### config.mk
export PLATFORM = sky130hd
export DESIGN_NAME = lzss_front
export DESIGN_NICKNAME = d
export VERILOG_FILES = /design/src/rtl/core/lzss_pkg.sv /design/src/rtl/core/lzss_front.sv
export SDC_FILE = /design/constraint.sdc
export NUM_CORES = 1
export LEC_CHECK = 0
export BUFFER_PORTS_ARGS = -buffer_cell sky130_fd_sc_hd__buf_4
export CORE_ASPECT_RATIO = 0.8
export CORE_MARGIN = 2
export CORE_UTILIZATION = 58
export DETAILED_ROUTE_END_ITERATION = 8
export HOLD_SLACK_MARGIN = 0.06
export MAX_ROUTING_LAYER = met4
export PLACE_DENSITY_LB_ADDON = 0.2
export SYNTH_ARGS = -nofsm -noshare
export SYNTH_HDL_FRONTEND = slang
export SYNTH_SLANG_ARGS = --single-unit
### constraint.sdc
create_clock -name clk -period 3.7 [get_ports clk]
set_input_delay 0.37 -clock clk [delete_from_list [all_inputs] [get_ports clk]]
set_output_delay 0.37 -clock clk [all_outputs]
set_load 0.005 [all_outputs]
### src/rtl/core/lzss_pkg.sv
// Shared types and constants for the LZSS token decompressor.
package lzss_pkg;

    localparam int BYTE_W         = 8;
    localparam int LEN_W          = 5;
    localparam int OFF_W          = 16;
    localparam int CMD_FIFO_DEPTH = 4;

    typedef enum logic [1:0] {
        PH_MARK  = 2'd0,
        PH_LIT   = 2'd1,
        PH_OFFLO = 2'd2,
        PH_OFFHI = 2'd3
    } front_phase_t;

    typedef enum logic [2:0] {
        BK_IDLE = 3'd0,
        BK_LIT  = 3'd1,
        BK_RD   = 3'd2,
        BK_WR   = 3'd3,
        BK_TAIL = 3'd4
    } back_state_t;

    typedef enum logic [1:0] {
        CMD_LIT   = 2'd0,
        CMD_COPY  = 2'd1,
        CMD_FAULT = 2'd2
    } cmd_kind_t;

    typedef enum logic [1:0] {
        ERR_NONE   = 2'd0,
        ERR_OFFSET = 2'd1,
        ERR_TRUNC  = 2'd2
    } err_code_t;

    // One unit of work handed from the parser to the executor.
    typedef struct packed {
        cmd_kind_t         kind;
        logic [BYTE_W-1:0] data;
        logic [LEN_W-1:0]  len;
        logic [OFF_W-1:0]  off;
        err_code_t         code;   // code of the error result, if one is sent
        logic              tail;   // literal is followed by an error result
        logic              flush;  // last command of the stream
    } lzss_cmd_t;

endpackage

### src/rtl/core/lzss_front.sv
// Token parser: takes compressed bytes, checks offsets, and issues commands.
module lzss_front #(
    parameter int WINDOW_DEPTH = 4096,
    parameter int MIN_MATCH    = 3
) (
    input  logic                clk,
    input  logic                rst_n,
    input  logic                in_valid,
    output logic                in_ready,
    input  logic [7:0]          in_byte,
    input  logic                in_last,
    output logic                cmd_valid,
    input  logic                cmd_ready,
    output lzss_pkg::lzss_cmd_t cmd
);
    import lzss_pkg::*;

    localparam int CW = $clog2(WINDOW_DEPTH + 1);
    localparam int VW = ((CW > OFF_W) ? CW : OFF_W) + 1;
    localparam logic [CW-1:0] DEPTH_C = CW'(WINDOW_DEPTH);

    front_phase_t      phase_reg;
    front_phase_t      phase_next;
    logic [3:0]        lit_left_reg;
    logic [3:0]        lit_left_next;
    logic [LEN_W-1:0]  pend_len_reg;
    logic [LEN_W-1:0]  pend_len_next;
    logic [BYTE_W-1:0] off_lo_reg;
    logic [BYTE_W-1:0] off_lo_next;
    logic [CW-1:0]     written_reg;
    logic [CW-1:0]     written_next;

    logic              accept;
    logic [3:0]        lit_dec;
    logic [OFF_W-1:0]  off_full;
    logic              off_bad;
    logic [VW-1:0]     copy_sum;

    assign in_ready = cmd_ready;
    assign accept   = in_valid && in_ready;
    assign lit_dec  = lit_left_reg - 4'd1;
    assign off_full = {in_byte, off_lo_reg};
    // The written count never exceeds the window, so this also bounds the offset.
    assign off_bad  = (off_full == '0) || (VW'(off_full) > VW'(written_reg));
    assign copy_sum = VW'(written_reg) + VW'(pend_len_reg);

    // Next phase
    always_comb
    begin
        phase_next = phase_reg;
        if (accept)
        begin
            case (phase_reg)
                PH_MARK:
                begin
                    phase_next = (in_byte[3:0] != 4'd0) ? PH_LIT : PH_OFFLO;
                end
                PH_LIT:
                begin
                    phase_next = (lit_dec == 4'd0) ? PH_MARK : PH_LIT;
                end
                PH_OFFLO:
                begin
                    phase_next = PH_OFFHI;
                end
                PH_OFFHI:
                begin
                    phase_next = PH_MARK;
                end
                default:
                begin
                    phase_next = PH_MARK;
                end
            endcase
            if (in_last)
            begin
                phase_next = PH_MARK;
            end
        end
    end

    // Commands and token registers
    always_comb
    begin
        lit_left_next  = lit_left_reg;
        pend_len_next  = pend_len_reg;
        off_lo_next    = off_lo_reg;
        written_next   = written_reg;
        cmd_valid      = 1'b0;
        cmd.kind       = CMD_FAULT;
        cmd.data       = in_byte;
        cmd.len        = pend_len_reg;
        cmd.off        = off_full;
        cmd.code       = ERR_TRUNC;
        cmd.tail       = 1'b0;
        cmd.flush      = in_last;
        if (accept)
        begin
            case (phase_reg)
                PH_MARK:
                begin
                    lit_left_next = in_byte[3:0];
                    pend_len_next = LEN_W'(in_byte[7:4]) + LEN_W'(MIN_MATCH);
                    cmd_valid     = in_last;
                end
                PH_LIT:
                begin
                    lit_left_next = lit_dec;
                    written_next  = (written_reg == DEPTH_C) ? written_reg
                                                             : written_reg + 1'b1;
                    cmd_valid     = 1'b1;
                    cmd.kind      = CMD_LIT;
                    cmd.tail      = in_last && (lit_dec != 4'd0);
                end
                PH_OFFLO:
                begin
                    off_lo_next = in_byte;
                    cmd_valid   = in_last;
                end
                PH_OFFHI:
                begin
                    cmd_valid     = 1'b1;
                    pend_len_next = '0;
                    if (off_bad)
                    begin
                        cmd.kind = CMD_FAULT;
                        cmd.code = ERR_OFFSET;
                    end
                    else
                    begin
                        cmd.kind     = CMD_COPY;
                        written_next = (copy_sum > VW'(WINDOW_DEPTH)) ? DEPTH_C
                                                                      : copy_sum[CW-1:0];
                    end
                end
                default:
                begin
                    cmd_valid = 1'b0;
                end
            endcase
            // Drop all token state at the end of the stream.
            if (in_last)
            begin
                lit_left_next = '0;
                pend_len_next = '0;
                off_lo_next   = '0;
                written_next  = '0;
            end
        end
    end

    always_ff @(posedge clk or negedge rst_n)
    begin
        if (!rst_n)
        begin
            phase_reg    <= PH_MARK;
            lit_left_reg <= '0;
            pend_len_reg <= '0;
            off_lo_reg   <= '0;
            written_reg  <= '0;
        end
        else
        begin
            phase_reg    <= phase_next;
            lit_left_reg <= lit_left_next;
            pend_len_reg <= pend_len_next;
            off_lo_reg   <= off_lo_next;
            written_reg  <= written_next;
        end
    end

endmodule

==> summary.txt, run 1 <==
Power
  – Net Sw Frac: roughly two fifths
  – Leak pwr: between 1.5 and 2 nW
  – P_int: between 0.8 and 0.9 mW
  – Power per cell area: around 380 nW/um2
  – Clock share of power: between 20 and 25%
  – Logic pwr share: 41.2%
  – Psw: 0.504 mW
  – Max rail drop VDD: 0.000329 V
  – Reg power frac: 36.5%

Die
  – Die Wd: ~86 um
  – CORE AREA: a little over 5000 um2
  – # rows: 23
  – Initial Util: between 60% and 70%
  – Die Y-Extent: 69.4 um
  – I/O pin cnt: 50
  – Die footprint: 5950 um2

Yosys
  – Cells after Synth: ~390
  – Synth Cell Area: ~3100 um2
  – Seq/Total Area, Yosys: ~26%
  – Area contributors post-synth: dfrtp_1, ha_1, o21ai_0
  – Avg Cell Area, Syn: between 7 and 8 um2
  – Synth top area share: about a quarter
  – Yosys reg bits: 32
  – Syn. warnings: 0
  – Distinct cells, synth: 66
  – Net Count, Synth: about 430
  – Ys flop type: dfrtp_1
  – EDFF count, synth: 0
  – Area leader, netlist: dfrtp_1
  – Post-synth ARST share: between 90% and 100%

Route
  – Wirelength per Cell: about 19 um
  – Via count: ~3200
  – Routed wl met2: 3860 um
  – Met1 WL: about 4000 um
  – Via-to-Cell Ratio: 6.75
  – DRC viols: 7
  – Initial DRT Pass Iterations: 8
  – Routed length on met3: 1170 um
  – Antenna-violating nets left: 0
  – Uppermost routed layer: met4
  – Overall routed net length: ~9000 um
  – Iter 0 DRT Violations: between 300 and 400

CTS
  – Root Buffer: clkbuf_8
  – Post-CTS resize count: 0
  – CTS tree: built
  – CTS Buf Count: 5
  – Cts-stage hold buffer count: 1
  – Longest Clk Path Bufs: 2
  – Clock Pin Slew Worst Setup and Hold Paths: approximately 0.06 ns
  – Post-CTS setup buffer count: 0
  – Total clock sinks: 32
  – Clock Latency Late Sink: 0.29 ns
  – H-Tree Depth: 2

Timing
  – Tcrit/Tclk final: between 80 and 90%
  – Clk_skew: between 0.002 and 0.003 ns
  – Max Fclk: 0.308 GHz
  – Final WS setup: around 0.45 ns
  – Hold Violations, Final: 0
  – # setup viols final: 0
  – Tmin final: around 3.2 ns
  – RSZ-0062 raised after global routing: false
  – Relative slew slack: around two fifths
  – Worst-Margin Slew: about 0.87 ns
  – Final setup TNS: 0 ns
  – Final Max Slew Viols: 0

Global route
  – Pin count of the biggest net entering global routing: 33
  – First-pass GRT wire length: between 10000 and 15000 um
  – Initial antenna violation count: 0
  – Vias in the first global route: 2892
  – GRT Total Usage: 33.0%
  – GR Overflow Total: 0

Setup path
  – Critical path destination: written_reg[8]
  – Reg2reg end: written_reg[8]
  – Slowest stage delay, CP: between 0.5 and 0.6 ns
  – CP Capture Type: flop
  – Reg2reg start: written_reg[0]
  – Cell family with most CP delay: simple AND/OR/NAND/NOR gates
  – Cell Chain, Critical Path: ha_1 > inv_1 > fa_1 > nor2b_1 > o31a_1 > o211ai_1 > xnor2_1 > a41oi_2 > or4_1 > a2bb2oi_1
  – Worst path depth: 10
  – CP required: approximately 3.9 ns
  – Critical path type: reg2reg
  – CP Max Fanout: 7
  – Critical path arrival: ~3.5 ns
  – Flop2flop setup slack: around 0.45 ns
  – WP buf/inv: 1
  – CP startpoint kind: flop
  – R2R cell count: 10
  – CP Launch Point: written_reg[0]
  – Master of the slowest instance on the critical path: or4_1

Place
  – Final GP Congestion: between 0.9 and 1
  – Worst slack at placement: 0.599 ns
  – Cell Area, Placed: 3350 um2
  – Port buffer count: 49
  – Detailed placer's ending HPWL: about 7000 um

Run
  – Max Cap Viol: 0

Outcome
  – Failing checks: DRC
  – Outcome: complete, but fails checks

Layout
  – Area grow syn2layout: 11.4%
  – Nets: 450
  – Max reg flops: 13
  – Final instance area: 3450 um2
  – Most frequent cells in the layout: buf_4, nor2_1, dfrtp_1
  – Most common cell after layout, fill and taps aside: buf_4
  – Storage element area: about 800 um2
  – # diodes: 0
  – Ratio of cells with drive above 1 in the final layout: a little under a fifth
  – Multi-input combinational cell area: 1980 um2
  – Fillers: approximately 440

Min path
  – Min-Delay Path Class: in2reg
-- power groups by stage --
stage	Clock, mW	Combinational, mW	Sequential [mW]
5_1_grt	0.312	0.603	0.489
6_report	0.292	0.539	0.478
3_5_place_dp	0	0.531	0.481
2_1_floorplan	0	0.389	0.454
3_3_place_gp	0	0.517	0.478
4_1_cts	0.295	0.533	0.476
-- through the flow --
step	total power, mW	util (%)	hold WS, ns	std cells
floorplan	0.843	-	0.0744	389
global placement	0.995	65.7	0.335	467
detailed placement	1.01	65.7	0.334	467
CTS	1.30	67.8	0.382	475
global route	1.40	67.8	0.380	475
finish	1.31	67.8	0.384	475
-- cell usage after synthesis (all sizes together) (7+ instances only) --
cell,instances
o211ai,7
a21oi,22
dfrtp,32
nor2,36
o21ai,34
nor3,17
ha,23
a22o,9
nor4,7
nand3,13
inv,27
o31ai,7
clkbuf,9
buf,27
nand2,30
-- area by class of cell --
type	instances	area share [%]
clock buffers	7	2.79
well taps	62	2.25
inverters	27	2.93
flip-flops and latches	32	23.2
multi-input cells	294	57.3
repair buffers	53	11.6
-- worst min path at each step --
stage	start	endpoint	cells past startpoint
5_1_grt	in_byte[2]	off_lo_reg[2]	2
6_report	in_byte[2]	off_lo_reg[2]	2
3_3_place_gp	rst_n	lit_left_reg[0]	1
3_5_place_dp	rst_n	lit_left_reg[0]	1
4_1_cts	in_byte[2]	off_lo_reg[2]	2
2_1_floorplan	rst_n	lit_left_reg[0]	0
-- logic make-up after synthesis --
logic type | Yosys count | synth area share, %
xor+xnor | 10 | 2.82
buf+inv | 63 | 10.4
compound gates | 122 | 28.2
fa+ha+maj | 24 | 9.92
flops | 32 | 25.8
mux | 3 | 1.01
simple gates | 135 | 21.9
-- layer usage --
metal / vias up / track usage, %
li1: 1462 / -
met1: 1509 / 48.4
met2: 218 / 43.9
met3: 15 / 9.05
met4: 0 / 9.70
met5: - / -
Power figures use the tool's default switching activity.
==> run 2: changes to the inputs <==
Settings changed: CORE_UTILIZATION 58 to 52, SETUP_SLACK_MARGIN set to 0.02.
Clock period 3.7 ns to 2.9 ns, I/O delays scaled along.
==> summary.txt, run 2 (same netlist as run 1, synthesis figures left out) <==
CTS
  – Root Buffer: clkbuf_8
  – Clock Pin Slew Worst Setup and Hold Paths: 0.07 ns (about the same)
  – Total clock sinks: 32 (unchanged)
  – CTS Buf Count: 5 (unchanged)
  – Clock Latency Late Sink: 0.29 ns (about the same)
  – Longest Clk Path Bufs: 2 (unchanged)
  – H-Tree Depth: 2 (unchanged)
  – CTS tree: built

Die
  – Die footprint: 6600 um2 (+11%)
  – # rows: 25 (+8.7%)
  – Die Y-Extent: 73.1 um (+5.3%)
  – CORE AREA: 5850 um2 (+15%)
  – Initial Util: 53.0% (-7.9 points)
  – I/O pin cnt: 50 (unchanged)
  – Die Wd: 90.4 um (+5.4%)

Timing
  – Final Max Slew Viols: 0 (unchanged)
  – Fin Hold WS: 0.300 ns (-0.0845 ns)
  – Tcrit/Tclk final: 97.0% (+9.2 points)
  – Max Fclk: 0.356 GHz (+15%)
  – Tmin final: 2.81 ns (-0.434 ns)
  – Final setup TNS: 0 ns (unchanged)
  – Hold Violations, Final: 0 (unchanged)
  – Relative slew slack: 39.6% (-2.1 points)
  – Final WS setup: 0.0884 ns (-0.366 ns)
  – # setup viols final: 0 (unchanged)
  – Clk_skew: 0.00519 ns (+0.00221 ns)
  – Worst-Margin Slew: 0.899 ns (+0.0334 ns)

Setup path
  – Slowest stage delay, CP: 0.45 ns (-0.10 ns)
  – CP required: 3.09 ns (-0.82 ns)
  – CP startpoint kind: flop
  – Master of the slowest instance on the critical path: or3_4
  – Critical path type: reg2reg
  – Flop2flop setup slack: 0.09 ns (-0.37 ns)
  – CP Max Fanout: 7 (unchanged)
  – Critical path arrival: 3.01 ns (-0.44 ns)
  – Cell Chain, Critical Path: ha_1 > a211oi_4 > o21ai_2 > a21bo_2 > a2111oi_4 > a41oi_4 > or3_4 > o31ai_1
  – CP Capture Type: flop

Place
  – Port buffer count: 49 (unchanged)
  – Worst slack at placement: 0.0580 ns (-0.540 ns)
  – Final GP Congestion: 1.03 (+7.3%)
  – Detailed placer's ending HPWL: 7740 um (+10%)

Layout
  – Nets: 491 (+9.1%)
  – Most frequent cells in the layout: buf_4, nor2_1, o21ai_0
  – Area grow syn2layout: 24.6%
  – Most common cell after layout, fill and taps aside: buf_4
  – # diodes: 0 (unchanged)
  – Max reg flops: 13 (unchanged)
  – Ratio of cells with drive above 1 in the final layout: 29.0% (+11 points)
  – Fillers: 520 (+19%)

Min path
  – Min-Delay Path Class: in2reg

Global route
  – Vias in the first global route: 3123 (+8.0%)
  – GR Overflow Total: 0 (unchanged)
  – GRT Total Usage: 32.3% (-0.62 points)
  – Initial antenna violation count: 0 (unchanged)
  – First-pass GRT wire length: 16000 um (+6.8%)
  – Pin count of the biggest net entering global routing: 33 (unchanged)

Route
  – Initial DRT Pass Iterations: 5 (-3)
  – Via count: 3345 (+4.4%)
  – Via-to-Cell Ratio: 6.24 (-7.5%)
  – Iter 0 DRT Violations: 383 (+7.6%)
  – Wirelength per Cell: 19.3 um (-0.53%)
  – Antenna-violating nets left: 0 (unchanged)
  – DRC viols: 0 (-7)
  – Overall routed net length: 10300 um (+12%)

Power
  – Total power: 1.85 mW (+42%)
  – Leak pwr: 1.70 nW (+13%)
  – Power per cell area: 479 nW/um2 (+27%)
  – Max rail drop VDD: 0.000482 V (+47%)

Run
  – Max Cap Viol: 0 (unchanged)

Outcome
  – Outcome: finished clean
[run 2: cell types whose count changed in the layout (fill, tap and decap cells not counted), sizes merged]
cell      before  now
buf           52   93
clkinvlp       0    2
clkbuf         7    6
[run 2: report_power, final]
| part | internal (mW) | switching (mW) | total, mW | leakage [nW] |
|---|---|---|---|---|
| sequential | 0.509 | 0.0661 | 0.575 | 0.424 |
| clock | 0.192 | 0.188 | 0.380 | 0.0434 |
| combinational | 0.413 | 0.484 | 0.897 | 1.24 |
| total | 1.11 | 0.738 | 1.85 | 1.70 |
[run 2: critical path: cells and delay by family, from the launching register on]
family | cells | cell delay, ns
fa+ha+maj | 1 | 0.35
compound gates | 6 | 1.50
simple gates | 1 | 0.45
flops | 1 | 0.42
[run 2: timing repair]
action / in CTS / in global routing
hold buffers: 1 / 0
hold endpoints to repair: 32 / 0
setup endpoints to repair: 0 / 15
gates resized for setup: 0 / 18
buffers inserted: 0 / 3
[run 2: final timing paths]
kind	endpoint	depth (start not counted)	startpoint
max in group asynchronous	written_reg[3]	2	rst_n
worst min-delay path	off_lo_reg[5]	2	in_byte[5]
worst max-delay path	written_reg[3]	8	pend_len_reg[1]
min in group asynchronous	lit_left_reg[0]	2	rst_n
worst max register to register	written_reg[3]	8	pend_len_reg[1]
worst min register to register	written_reg[12]	2	written_reg[12]
[run 2: per-stage QoR]
stage	cell area, um2	utilization [%]	cells
global route	3860	66.1	536
floorplan	3100	-	389
detailed placement	3660	62.5	524
CTS	3760	64.4	533
finish	3860	66.1	536
global placement	3660	62.5	524
[run 2: final cells by class]
type                       count  area, um2  area share [%]
multi-input combinational    294       2050            53.1
clock inverter                 2       15.0           0.389
timing repair buffer          94        708            18.3
inverter                      27        101            2.62
tap                           81        101            2.62
sequential                    32        805            20.8
clock buffer                   6       82.6            2.14
[run 2: routing by layer]
layer | vias up | GRT usage [%] | share of wire, %
met1 | 1557 | 43.2 | 42
met2 | 225 | 47.7 | 44
li1 | 1545 | - | -
met5 | - | - | 0
met3 | 18 | 10.8 | 12
met4 | 0 | 7.86 | 1.3
