### config.mk
export PLATFORM = sky130hd
export DESIGN_NAME = lzss_cmd_fifo
export DESIGN_NICKNAME = d
export VERILOG_FILES = /design/src/rtl/core/lzss_pkg.sv /design/src/rtl/core/lzss_cmd_fifo.sv
export SDC_FILE = /design/constraint.sdc
export NUM_CORES = 1
export LEC_CHECK = 0
export ABC_AREA = 1
export BUFFER_PORTS_ARGS = -buffer_cell sky130_fd_sc_hd__clkbuf_2
export CAP_MARGIN = 20
export CORE_MARGIN = 2
export CORE_UTILIZATION = 30
export CTS_CLUSTER_DIAMETER = 80
export DETAILED_ROUTE_END_ITERATION = 10
export GPL_TIMING_DRIVEN = 0
export PLACE_DENSITY_LB_ADDON = 0.1
export SLEW_MARGIN = 10
export SYNTH_ARGS = -nofsm -noshare
export SYNTH_HDL_FRONTEND = slang
export SYNTH_SLANG_ARGS = --single-unit
### constraint.sdc
create_clock -name clk -period 2.95 [get_ports clk]
set_input_delay 0.4425 -clock clk [delete_from_list [all_inputs] [get_ports clk]]
set_output_delay 0.4425 -clock clk [all_outputs]
set_load 0.05 [all_outputs]
### src/rtl/core/lzss_pkg.sv
// Shared types and constants for the LZSS token decompressor.
package lzss_pkg;

    localparam int BYTE_W         = 8;
    localparam int LEN_W          = 5;
    localparam int OFF_W          = 16;
    localparam int CMD_FIFO_DEPTH = 4;

    typedef enum logic [1:0] {
        PH_MARK  = 2'd0,
        PH_LIT   = 2'd1,
        PH_OFFLO = 2'd2,
        PH_OFFHI = 2'd3
    } front_phase_t;

    typedef enum logic [2:0] {
        BK_IDLE = 3'd0,
        BK_LIT  = 3'd1,
        BK_RD   = 3'd2,
        BK_WR   = 3'd3,
        BK_TAIL = 3'd4
    } back_state_t;

    typedef enum logic [1:0] {
        CMD_LIT   = 2'd0,
        CMD_COPY  = 2'd1,
        CMD_FAULT = 2'd2
    } cmd_kind_t;

    typedef enum logic [1:0] {
        ERR_NONE   = 2'd0,
        ERR_OFFSET = 2'd1,
        ERR_TRUNC  = 2'd2
    } err_code_t;

    // One unit of work handed from the parser to the executor.
    typedef struct packed {
        cmd_kind_t         kind;
        logic [BYTE_W-1:0] data;
        logic [LEN_W-1:0]  len;
        logic [OFF_W-1:0]  off;
        err_code_t         code;   // code of the error result, if one is sent
        logic              tail;   // literal is followed by an error result
        logic              flush;  // last command of the stream
    } lzss_cmd_t;

endpackage

### src/rtl/core/lzss_cmd_fifo.sv
// Small command queue between the token parser and the executor.
module lzss_cmd_fifo #(
    parameter int DEPTH = 4
) (
    input  logic                clk,
    input  logic                rst_n,
    input  logic                push_valid,
    output logic                push_ready,
    input  lzss_pkg::lzss_cmd_t push_data,
    output logic                pop_valid,
    input  logic                pop,
    output lzss_pkg::lzss_cmd_t pop_data
);
    import lzss_pkg::*;

    localparam int PW = (DEPTH > 1) ? $clog2(DEPTH) : 1;
    localparam int CW = $clog2(DEPTH + 1);
    localparam logic [PW-1:0] LAST_PTR = PW'(DEPTH - 1);

    lzss_cmd_t     slot_reg [DEPTH];
    logic [PW-1:0] wr_ptr_reg;
    logic [PW-1:0] wr_ptr_next;
    logic [PW-1:0] rd_ptr_reg;
    logic [PW-1:0] rd_ptr_next;
    logic [CW-1:0] count_reg;
    logic [CW-1:0] count_next;
    logic          do_push;
    logic          do_pop;

    assign push_ready = (count_reg != CW'(DEPTH));
    assign pop_valid  = (count_reg != '0);
    assign pop_data   = slot_reg[rd_ptr_reg];
    assign do_push    = push_valid && push_ready;
    assign do_pop     = pop && pop_valid;

    always_comb
    begin
        wr_ptr_next = wr_ptr_reg;
        rd_ptr_next = rd_ptr_reg;
        count_next  = count_reg;
        if (do_push)
        begin
            wr_ptr_next = (wr_ptr_reg == LAST_PTR) ? '0 : wr_ptr_reg + 1'b1;
        end
        if (do_pop)
        begin
            rd_ptr_next = (rd_ptr_reg == LAST_PTR) ? '0 : rd_ptr_reg + 1'b1;
        end
        if (do_push && !do_pop)
        begin
            count_next = count_reg + 1'b1;
        end
        else if (do_pop && !do_push)
        begin
            count_next = count_reg - 1'b1;
        end
    end

    always_ff @(posedge clk or negedge rst_n)
    begin
        if (!rst_n)
        begin
            wr_ptr_reg <= '0;
            rd_ptr_reg <= '0;
            count_reg  <= '0;
        end
        else
        begin
            wr_ptr_reg <= wr_ptr_next;
            rd_ptr_reg <= rd_ptr_next;
            count_reg  <= count_next;
        end
    end

    always_ff @(posedge clk)
    begin
        if (do_push)
        begin
            slot_reg[wr_ptr_reg] <= push_data;
        end
    end

endmodule

==> flow_metrics.tcl, run 1 <==
set metrics [dict create \
    ys.flop_type "edfxtp_1" \
    met2_usage_pct 22.75 \
    grt_use_met3_pct 4.107 \
    drt_iter0_drc 228 \
    busiest_layer "met2" \
    crit_slowest_cell "dfrtp_1" \
    critPathLaunchType "flop" \
    cts_tree "built" \
    synth_edf_count 140 \
    ys_ff_latch 147 \
    gp_congestion 0.7053 \
    finalNetCount 613 \
    p_per_area_nw_per_um2 1179 \
    clock_path_buffers 2 \
    drc 0 \
    vias 3696 \
    hpwl_um 8912 \
    synthTopCellsByCount "edfxtp_1, nand2_1, inv_1, o211ai_1, buf_2" \
    cp_data_arrival_time_ns 2.02 \
    cts.htree.levels 4 \
    start_util_pct 30.76 \
    endpoint_kind "primary output" \
    cts_buffers 17 \
    slew_viol_final 0 \
    port_buffers 75 \
    num_io_pins 76 \
    antenna_left 0 \
    min_period_over_period_pct 83.58 \
    antenna_found_initial 0 \
    die_width_um 145.5 \
    use_met1_pct 17.24 \
    path_common_cell "buf_2" \
    die_h_um 145.5 \
    largest_reg_flops 140 \
    period_minus_slack_ns 2.466 \
    setup_viol 0 \
    fmax_mhz 405.6 \
    grt_max_degree 21 \
    area_growth_pct 23.79 \
    cp_max_fo 10 \
    core_um2 19530 \
    final_util_pct 38.08 \
    root_buffer "clkbuf_16" \
    cp_slowest_stage_delay_ns 0.37 \
    syn-num-nets 513 \
    outcome "finished, final reports clean" \
    drt-total-wl_um 13980 \
    cpLargestDelayFamily "buffers and inverters" \
    yosys_warnings 0 \
    drt-pass1-iter-count 5 \
    antenna_cells 0 \
    cts_resized 0 \
    track_usage_pct 13.73 \
    vdd_drop_max_mv 0.4152 \
    hp-class "in -> reg" \
    yosysMostFrequentCell "edfxtp_1" \
    grt_pass1_vias 3766 \
    clkTransAtPathRegs_ns 0.06 \
    final_cells 845 \
    hold_viol_final 0 \
    path_cells "buf_2 > inv_2 > buf_2 > o211ai_1 > nand2_1 > clkbuf_2" \
    tightestPinTransition_ns 0.6933 \
    dp_cells 812 \
    preCtsSetupSlack_ns 0.7682 \
    critPathRequiredTime_ns 2.51 \
    routedWlPerCell_um 16.54 \
    synth_area_leader_cell "edfxtp_1" \
    slew_headroom_pct 53.67 \
    leakagePower_nw 3.001 \
    finalClockSkew_ns 0.008891 \
    vias_per_cell 4.374 \
    yosys.area.top_type_share_pct 69.99 \
    async_reset_ff_share_pct 4.762 \
    tns_ns 0 \
    synthesis.instances 467 \
    synth_area_leaders "edfxtp_1, o211ai_1, nand2_1" \
    syn_area_um2 6007 \
    rsz0062_at_grt "false" \
    critPathKind "reg -> out" \
    fin_ws_ns 0.4843 \
    synth_seq_area_share_pct 72.90 \
    final_layout_size_suffix_gt1_share_pct 23.28 \
    grt_pass1_wl_um 21400 \
    crit_buf_inv 4 \
    drv_cap 0 \
    clock_latency_ns 0.42 \
    grt-ovfl-total 0 \
    avgSynthCellArea_um2 12.86 \
    fp.dieArea_um2 21170 \
    holdWs_ns 0.2419 \
    rows 51 \
    ys_types 17 \
    clock-sinks 147 \
]
routing by layer:
layer / part of all wire [%] / wire [um]
met1: 45 / 6245
met2: 50 / 6946
met3: 4.2 / 587
met4: 1.4 / 200
met5: 0 / 0
final cells by class:
cell class / count / area (um2)
multi-input combinational: 213 / 1179
tap: 265 / 331.6
fill: 1907 / 12090
sequential: 147 / 4379
buffer: 23 / 163.9
timing repair buffer: 81 / 508.0
clock buffer: 23 / 478.0
clock inverter: 9 / 81.33
inverter: 84 / 315.3
path summary, 6_finish.rpt:
path,start,endpoint,slack [ns],depth (start not counted)
setup / recovery,rd_ptr_reg[1],pop_data[23],0.48,6
max in group asynchronous,rst_n,rd_ptr_reg[1],2.39,2
hold / removal,push_data[27],slot_reg[3][27],0.24,1
setup reg to reg,count_reg[0],count_reg[1],0.79,9
min in group asynchronous,rst_n,count_reg[0],0.39,2
hold reg to reg,count_reg[2],count_reg[2],0.51,2
worst register-to-register path: cells and delay by family, from the launching register on:
family                     cells  cell delay, ns
adders and majority gates      2            0.66
and+or+nand+nor                3            0.59
DFF                            1            0.42
buffers and inverters          3            0.27
AOI/OAI and AO/OA              1            0.08
stage by stage:
step           power [mW]  instance area [um2]
2_1_floorplan       5.648                 6007
6_report            8.768                 7436
3_5_place_dp        6.877                 6867
3_3_place_gp        6.745                 6714
5_1_grt             9.251                 7436
4_1_cts             8.916                 7436
power by group:
part,leakage [nW],total [mW],switching [mW],internal (mW)
registers,1.37,2.86,0.114,2.75
clock network,0.269,2.03,0.809,1.22
logic,1.36,3.88,2.91,0.970
cells in the final DEF (no fill, tap or decap), drive strengths merged:
cell type / instances
bufinv: 1
nand3: 7
dlygate4sd3: 1
ha: 6
clkinvlp: 3
nand4: 1
clkinv: 5
buf: 26
xnor2: 1
edfxtp: 140
o211ai: 70
clkbuf: 100
nand2: 120
o21ai: 1
dfrtp: 7
inv: 84
fa: 1
nor2: 6
cell families after synthesis:
kind of cell / synth area share (%)
buffers and inverters: 7.978
adder cells (fa/ha/maj): 1.583
flip-flops: 72.90
AND/OR/NAND/NOR: 8.561
AO/OA/AOI/OAI: 8.831
XOR/XNOR: 0.1458
timing repair:
| action | 4_1_cts | 5_1_grt |
|---|---|---|
| hold buffers | 1 | 0 |
| setup buffers | 0 | 0 |
| hold endpoints to repair | 7 | 0 |
Note: power is estimated with default switching activity, not from simulation.
==> inputs of run 2 (changes only) <==
==> constraint.sdc (replaced) <==
create_clock -name clk -period 2 [get_ports clk]
set_input_delay 0.3 -clock clk [delete_from_list [all_inputs] [get_ports clk]]
set_output_delay 0.3 -clock clk [all_outputs]
set_load 0.05 [all_outputs]
==> run 2 against run 1 <==
Net effect:
- the flow now finishes with violations (setup timing)
- wire length rose by 0.80%
- flip-flop and latch count did not move
- register-to-register slack got worse by 0.66 ns
- critical endpoint is now pop_data[14]
- largest power group unchanged
==> flow_metrics.tcl, run 2 (synthesis gave the netlist of run 1 again) <==
set metrics [dict create \
    cts_buffers 17 \
    antenna_found_initial 0 \
    grt_pass1_vias 3754 \
    critPathLaunchType "flop" \
    tightestPinTransition_ns 0.7040 \
    drt-total-wl_um 14090 \
    reg2reg_from "count_reg[0]" \
    failed_checks "setup timing" \
    drt_iter0_drc 187 \
    reg2reg_slack_ns 0.13 \
    total_power_mw 14.54 \
    rows 51 \
    outcome "finished, violations left" \
    num_io_pins 76 \
    ff2ff_path_depth 9 \
    clock-sinks 147 \
    leakagePower_nw 3.202 \
    cts_tree "built" \
    clkTransAtPathRegs_ns 0.06 \
    largest_reg_flops 140 \
    rsz0062_at_grt "true" \
    wl_met3_um 520 \
    hold_viol_final 0 \
    multi_input_area_um2 1221 \
    fillCellCount 1855 \
    drv_cap 0 \
    area_growth_pct 33.35 \
    critPathKind "reg -> out" \
    vdd_drop_max_mv 1.005 \
    grt-ovfl-total 0 \
    fmax_mhz 485.3 \
    antenna_cells 0 \
    grt_pass1_wl_um 21690 \
    crit_start "rd_ptr_reg[0]" \
    p_per_area_nw_per_um2 1815 \
    fin_ws_ns -0.06042 \
    period_minus_slack_ns 2.060 \
    wl_met2_um 7011 \
    r2r_end "count_reg[1]" \
    start_util_pct 30.76 \
    final_util_pct 41.02 \
    slew_headroom_pct 53.01 \
    endpoint_kind "primary output" \
    root_buffer "clkbuf_16" \
    routedWlPerCell_um 16.54 \
    finalNetCount 620 \
    holdWs_ns 0.1059 \
    cts.htree.levels 4 \
    min_period_over_period_pct 103.0 \
    port_buffers 75 \
    die_h_um 145.5 \
    mostFrequentLayoutCells "edfxtp_1, nand2_1, inv_1" \
    tns_ns -0.5234 \
    cp_data_arrival_time_ns 1.76 \
    slew_viol_final 0 \
    final_common_cell "edfxtp_1" \
    top_layer "met4" \
    hpwl_um 8818 \
    seq_area_um2 4379 \
    finalClockSkew_ns 0.006166 \
    core_um2 19530 \
    vias_per_cell 4.374 \
    fp.dieArea_um2 21170 \
    gp_congestion 0.6871 \
    clock_latency_ns 0.42 \
    setup_viol 21 \
    antenna_left 0 \
    drt-pass1-iter-count 4 \
    clock_path_buffers 2 \
    track_usage_pct 13.78 \
    critPathRequiredTime_ns 1.70 \
    drc 0 \
    met1Wirelength_um 6458 \
    cp_max_fo 10 \
    grt_max_degree 24 \
    die_width_um 145.5 \
    endpoint "pop_data[14]" \
    final_layout_size_suffix_gt1_share_pct 25.21 \
    hp-class "in -> reg" \
    vias 3727 \
]
run 2: changes by cell type in the layout (fill, tap and decap cells not counted), sizes merged:
cell | before | now
inv | 84 | 85
clkinv | 5 | 7
buf | 26 | 49
bufinv | 1 | 2
clkbuf | 100 | 78
clkinvlp | 3 | 4
nor2 | 6 | 7
run 2: critical path: stages, from the launching register on:
cell,delay (ns)
dfrtp_1,0.40
buf_6,0.16
clkbuf_16,0.16
buf_12,0.14
o211ai_1,0.17
nand2_1,0.13
buf_8,0.18
run 2: layout make-up:
| type | instances | area share, % |
|---|---|---|
| Sequential cell | 147 | 54.67 |
| Multi-Input combinational cell | 214 | 15.25 |
| Inverter | 84 | 3.968 |
| Clock buffer | 18 | 5.358 |
| Clock inverter | 14 | 1.734 |
| Tap cell | 265 | 4.139 |
| Timing Repair Buffer | 87 | 11.64 |
| Buffer | 23 | 3.249 |
run 2: worst min-delay path by stage:
stage | start | endpoint | slack, ns | depth (start not counted)
finish | push_data[29] | slot_reg[3][29] | 0.11 | 1
global route | push_data[29] | slot_reg[3][29] | 0.08 | 1
CTS | push_data[9] | slot_reg[1][9] | 0.09 | 1
detailed placement | rst_n | wr_ptr_reg[0] | 0.15 | 1
global placement | rst_n | wr_ptr_reg[0] | 0.16 | 1
floorplan | rst_n | count_reg[0] | 0.004 | 0
run 2: report_power, final:
| part | switching [mW] | internal, mW |
|---|---|---|
| Clock | 1.20 | 1.82 |
| Sequential | 0.176 | 4.05 |
| Combinational | 4.55 | 2.74 |
run 2: repair_timing:
| item | in CTS | in global routing |
|---|---|---|
| cloned | 1 | 2 |
| buffers inserted | 3 | 1 |
| hold endpoints to repair | 7 | 0 |
| endpoints found under the setup margin | 51 | 54 |
| gates resized for setup | 93 | 29 |
| pin swaps | 19 | 31 |
| hold buffers | 1 | 0 |
run 2: through the flow:
step,instance area [um2],cells,setup WS [ns]
5_1_grt,8010,852,-0.1579
3_5_place_dp,6892,812,-0.03349
2_1_floorplan,6062,467,0.03266
3_3_place_gp,6769,807,-0.2013
4_1_cts,7876,849,-0.08481
6_report,8010,852,-0.06042
run 2: routing by layer:
| layer | vias to the layer above | track usage, % |
|---|---|---|
| met1 | 1814 | 17.84 |
| met4 | 0 | 3.922 |
| met3 | 6 | 4.107 |
| li1 | 1839 | - |
| met2 | 68 | 22.54 |
| met5 | - | 0 |
==> inputs of run 3 (changes only) <==
--- a/config.mk
+++ b/config.mk
@@ -10,10 +10,10 @@
 export CAP_MARGIN = 20
 export CORE_MARGIN = 2
 export CORE_UTILIZATION = 30
+export CTS_BUF_LIST = sky130_fd_sc_hd__clkbuf_8
 export CTS_CLUSTER_DIAMETER = 80
 export DETAILED_ROUTE_END_ITERATION = 10
 export GPL_TIMING_DRIVEN = 0
-export PLACE_DENSITY_LB_ADDON = 0.1
 export SLEW_MARGIN = 10
 export SYNTH_ARGS = -nofsm -noshare
 export SYNTH_HDL_FRONTEND = slang
==> run 3 against run 2 <==
Net effect:
- the flow still finishes with violations (setup timing)
- flip-flop and latch count did not move
- global-route usage fell by 0.56 points
- clock power fell by 29%
- sequential share of layout area rose by 1.6 points
- first-iteration DRC count rose by 25%
- non-clock buffer count fell by 2
- largest cell class unchanged
==> flow_metrics.tcl, run 3 (synthesis gave the netlist of run 1 again) <==
set metrics [dict create \
    ff2ff_path_depth 9 \
    largest_reg_flops 140 \
    cts_tree "built" \
    core_um2 19530 \
    grt_pass1_wl_um 21190 \
    hold_viol_final 0 \
    min_period_over_period_pct 103.1 \
    fmax_mhz 484.7 \
    reg2reg_slack_ns 0.16 \
    slew_headroom_pct 55.19 \
    fin_area_um2 7790 \
    worstHoldStart "push_data[0]" \
    fp.dieArea_um2 21170 \
    antenna_left 0 \
    slew_viol_final 0 \
    grt_pass1_vias 3949 \
    tns_ns -0.5730 \
    endpoint "pop_data[27]" \
    clock-sinks 147 \
    grt-ovfl-total 0 \
    cp_data_arrival_time_ns 1.76 \
    port_buffers 75 \
    die_h_um 145.5 \
    critPathLaunchType "flop" \
    clkTransAtPathRegs_ns 0.08 \
    track_usage_pct 13.22 \
    cts_buffers 17 \
    cpLargestDelayFamily "buffers and inverters" \
    final_layout_size_suffix_gt1_share_pct 26.37 \
    hp-class "in -> reg" \
    p_per_area_nw_per_um2 1756 \
    outcome "finished, violations left" \
    clock_path_buffers 2 \
    fin_ws_ns -0.06299 \
    busiest_layer "met2" \
    drv_cap 0 \
    crit_slowest_cell "dfrtp_1" \
    leakagePower_nw 3.107 \
    crit_start "rd_ptr_reg[0]" \
    path_cells "buf_6 > clkbuf_16 > buf_12 > o211ai_1 > nand2_1 > buf_8" \
    finalNetCount 617 \
    drc 0 \
    reg2reg_from "count_reg[0]" \
    preCtsSetupSlack_ns 0.09309 \
    antenna_found_initial 0 \
    met2_usage_pct 24.15 \
    cp.depth 6 \
    num_io_pins 76 \
    fillCellCount 1855 \
    finalClockSkew_ns 0.009384 \
    rows 51 \
    r2r_end "count_reg[1]" \
    crit_buf_inv 4 \
    drt_iter0_drc 234 \
    hpwl_um 8994 \
    dpl_cell_area_um2 6864 \
    vias 3772 \
    cp_slowest_stage_delay_ns 0.40 \
    start_util_pct 30.76 \
    cts.htree.levels 4 \
    final_cells 849 \
    grt_max_degree 22 \
    drt-pass1-iter-count 4 \
    routedWlPerCell_um 16.11 \
    critPathRequiredTime_ns 1.70 \
    cp_max_fo 10 \
    rsz0062_at_grt "true" \
    mostFrequentLayoutCells "edfxtp_1, nand2_1, inv_1" \
    tightestPinTransition_ns 0.6706 \
    vdd_drop_max_mv 0.7498 \
    endpoint_kind "primary output" \
    gp_congestion 0.6953 \
    area_growth_pct 29.68 \
    clock_latency_ns 0.43 \
    setup_viol 25 \
    dp_cells 811 \
    critPathKind "reg -> out" \
    root_buffer "clkbuf_8" \
    grt_use_met3_pct 4.138 \
    final_common_cell "edfxtp_1" \
    vias_per_cell 4.443 \
    antenna_cells 0 \
    die_width_um 145.5 \
    failed_checks "setup timing" \
    use_met1_pct 14.76 \
    period_minus_slack_ns 2.063 \
    drt-total-wl_um 13680 \
]
run 3: worst min path at each step:
stage / to / slack (ns) / cells past startpoint
floorplan: count_reg[0] / 0.004 / 0
global placement: wr_ptr_reg[0] / 0.15 / 1
detailed placement: wr_ptr_reg[1] / 0.15 / 1
CTS: slot_reg[1][0] / 0.05 / 1
global route: slot_reg[1][22] / 0.04 / 1
finish: slot_reg[1][0] / 0.08 / 1
run 3: power breakdown:
group          internal [mW]  switching, mW
logic                   2.74           4.54
clock network           1.09           1.07
registers               4.05          0.187
total                   7.88           5.79
run 3: stage by stage:
stage | power [mW] | hold slack, ns | util, %
2_1_floorplan | 8.389 | 0.004409 | -
3_3_place_gp | 9.869 | 0.1460 | 34.67
3_5_place_dp | 10.10 | 0.1532 | 35.15
4_1_cts | 13.37 | 0.04730 | 39.17
5_1_grt | 14.36 | 0.04484 | 39.89
6_report | 13.68 | 0.08364 | 39.89
run 3: what timing repair did:
action / in CTS / in global routing
setup buffers: 3 / 0
hold buffers: 1 / 0
gates resized for setup: 92 / 44
hold endpoints to repair: 7 / 0
cloned: 0 / 2
setup endpoints to repair: 35 / 73
pin swaps: 34 / 29
run 3: layout make-up:
cell class / count / area (um2) / share of cell area, %
Multi-Input combinational cell: 213 / 1224 / 15.71
Sequential cell: 147 / 4380 / 56.23
Clock inverter: 15 / 143.9 / 1.847
Timing Repair Buffer: 85 / 889.6 / 11.42
Clock buffer: 17 / 234.0 / 3.004
Inverter: 84 / 317.8 / 4.080
Buffer: 23 / 269.0 / 3.453
Tap cell: 265 / 331.6 / 4.256
run 3: per-layer routing:
| layer | vias to the layer above | part of all wire [%] |
|---|---|---|
| met1 | 1854 | 42 |
| met3 | 7 | 5.1 |
| met5 | - | 0 |
| met4 | 0 | 0.79 |
| met2 | 87 | 52 |
| li1 | 1824 | - |
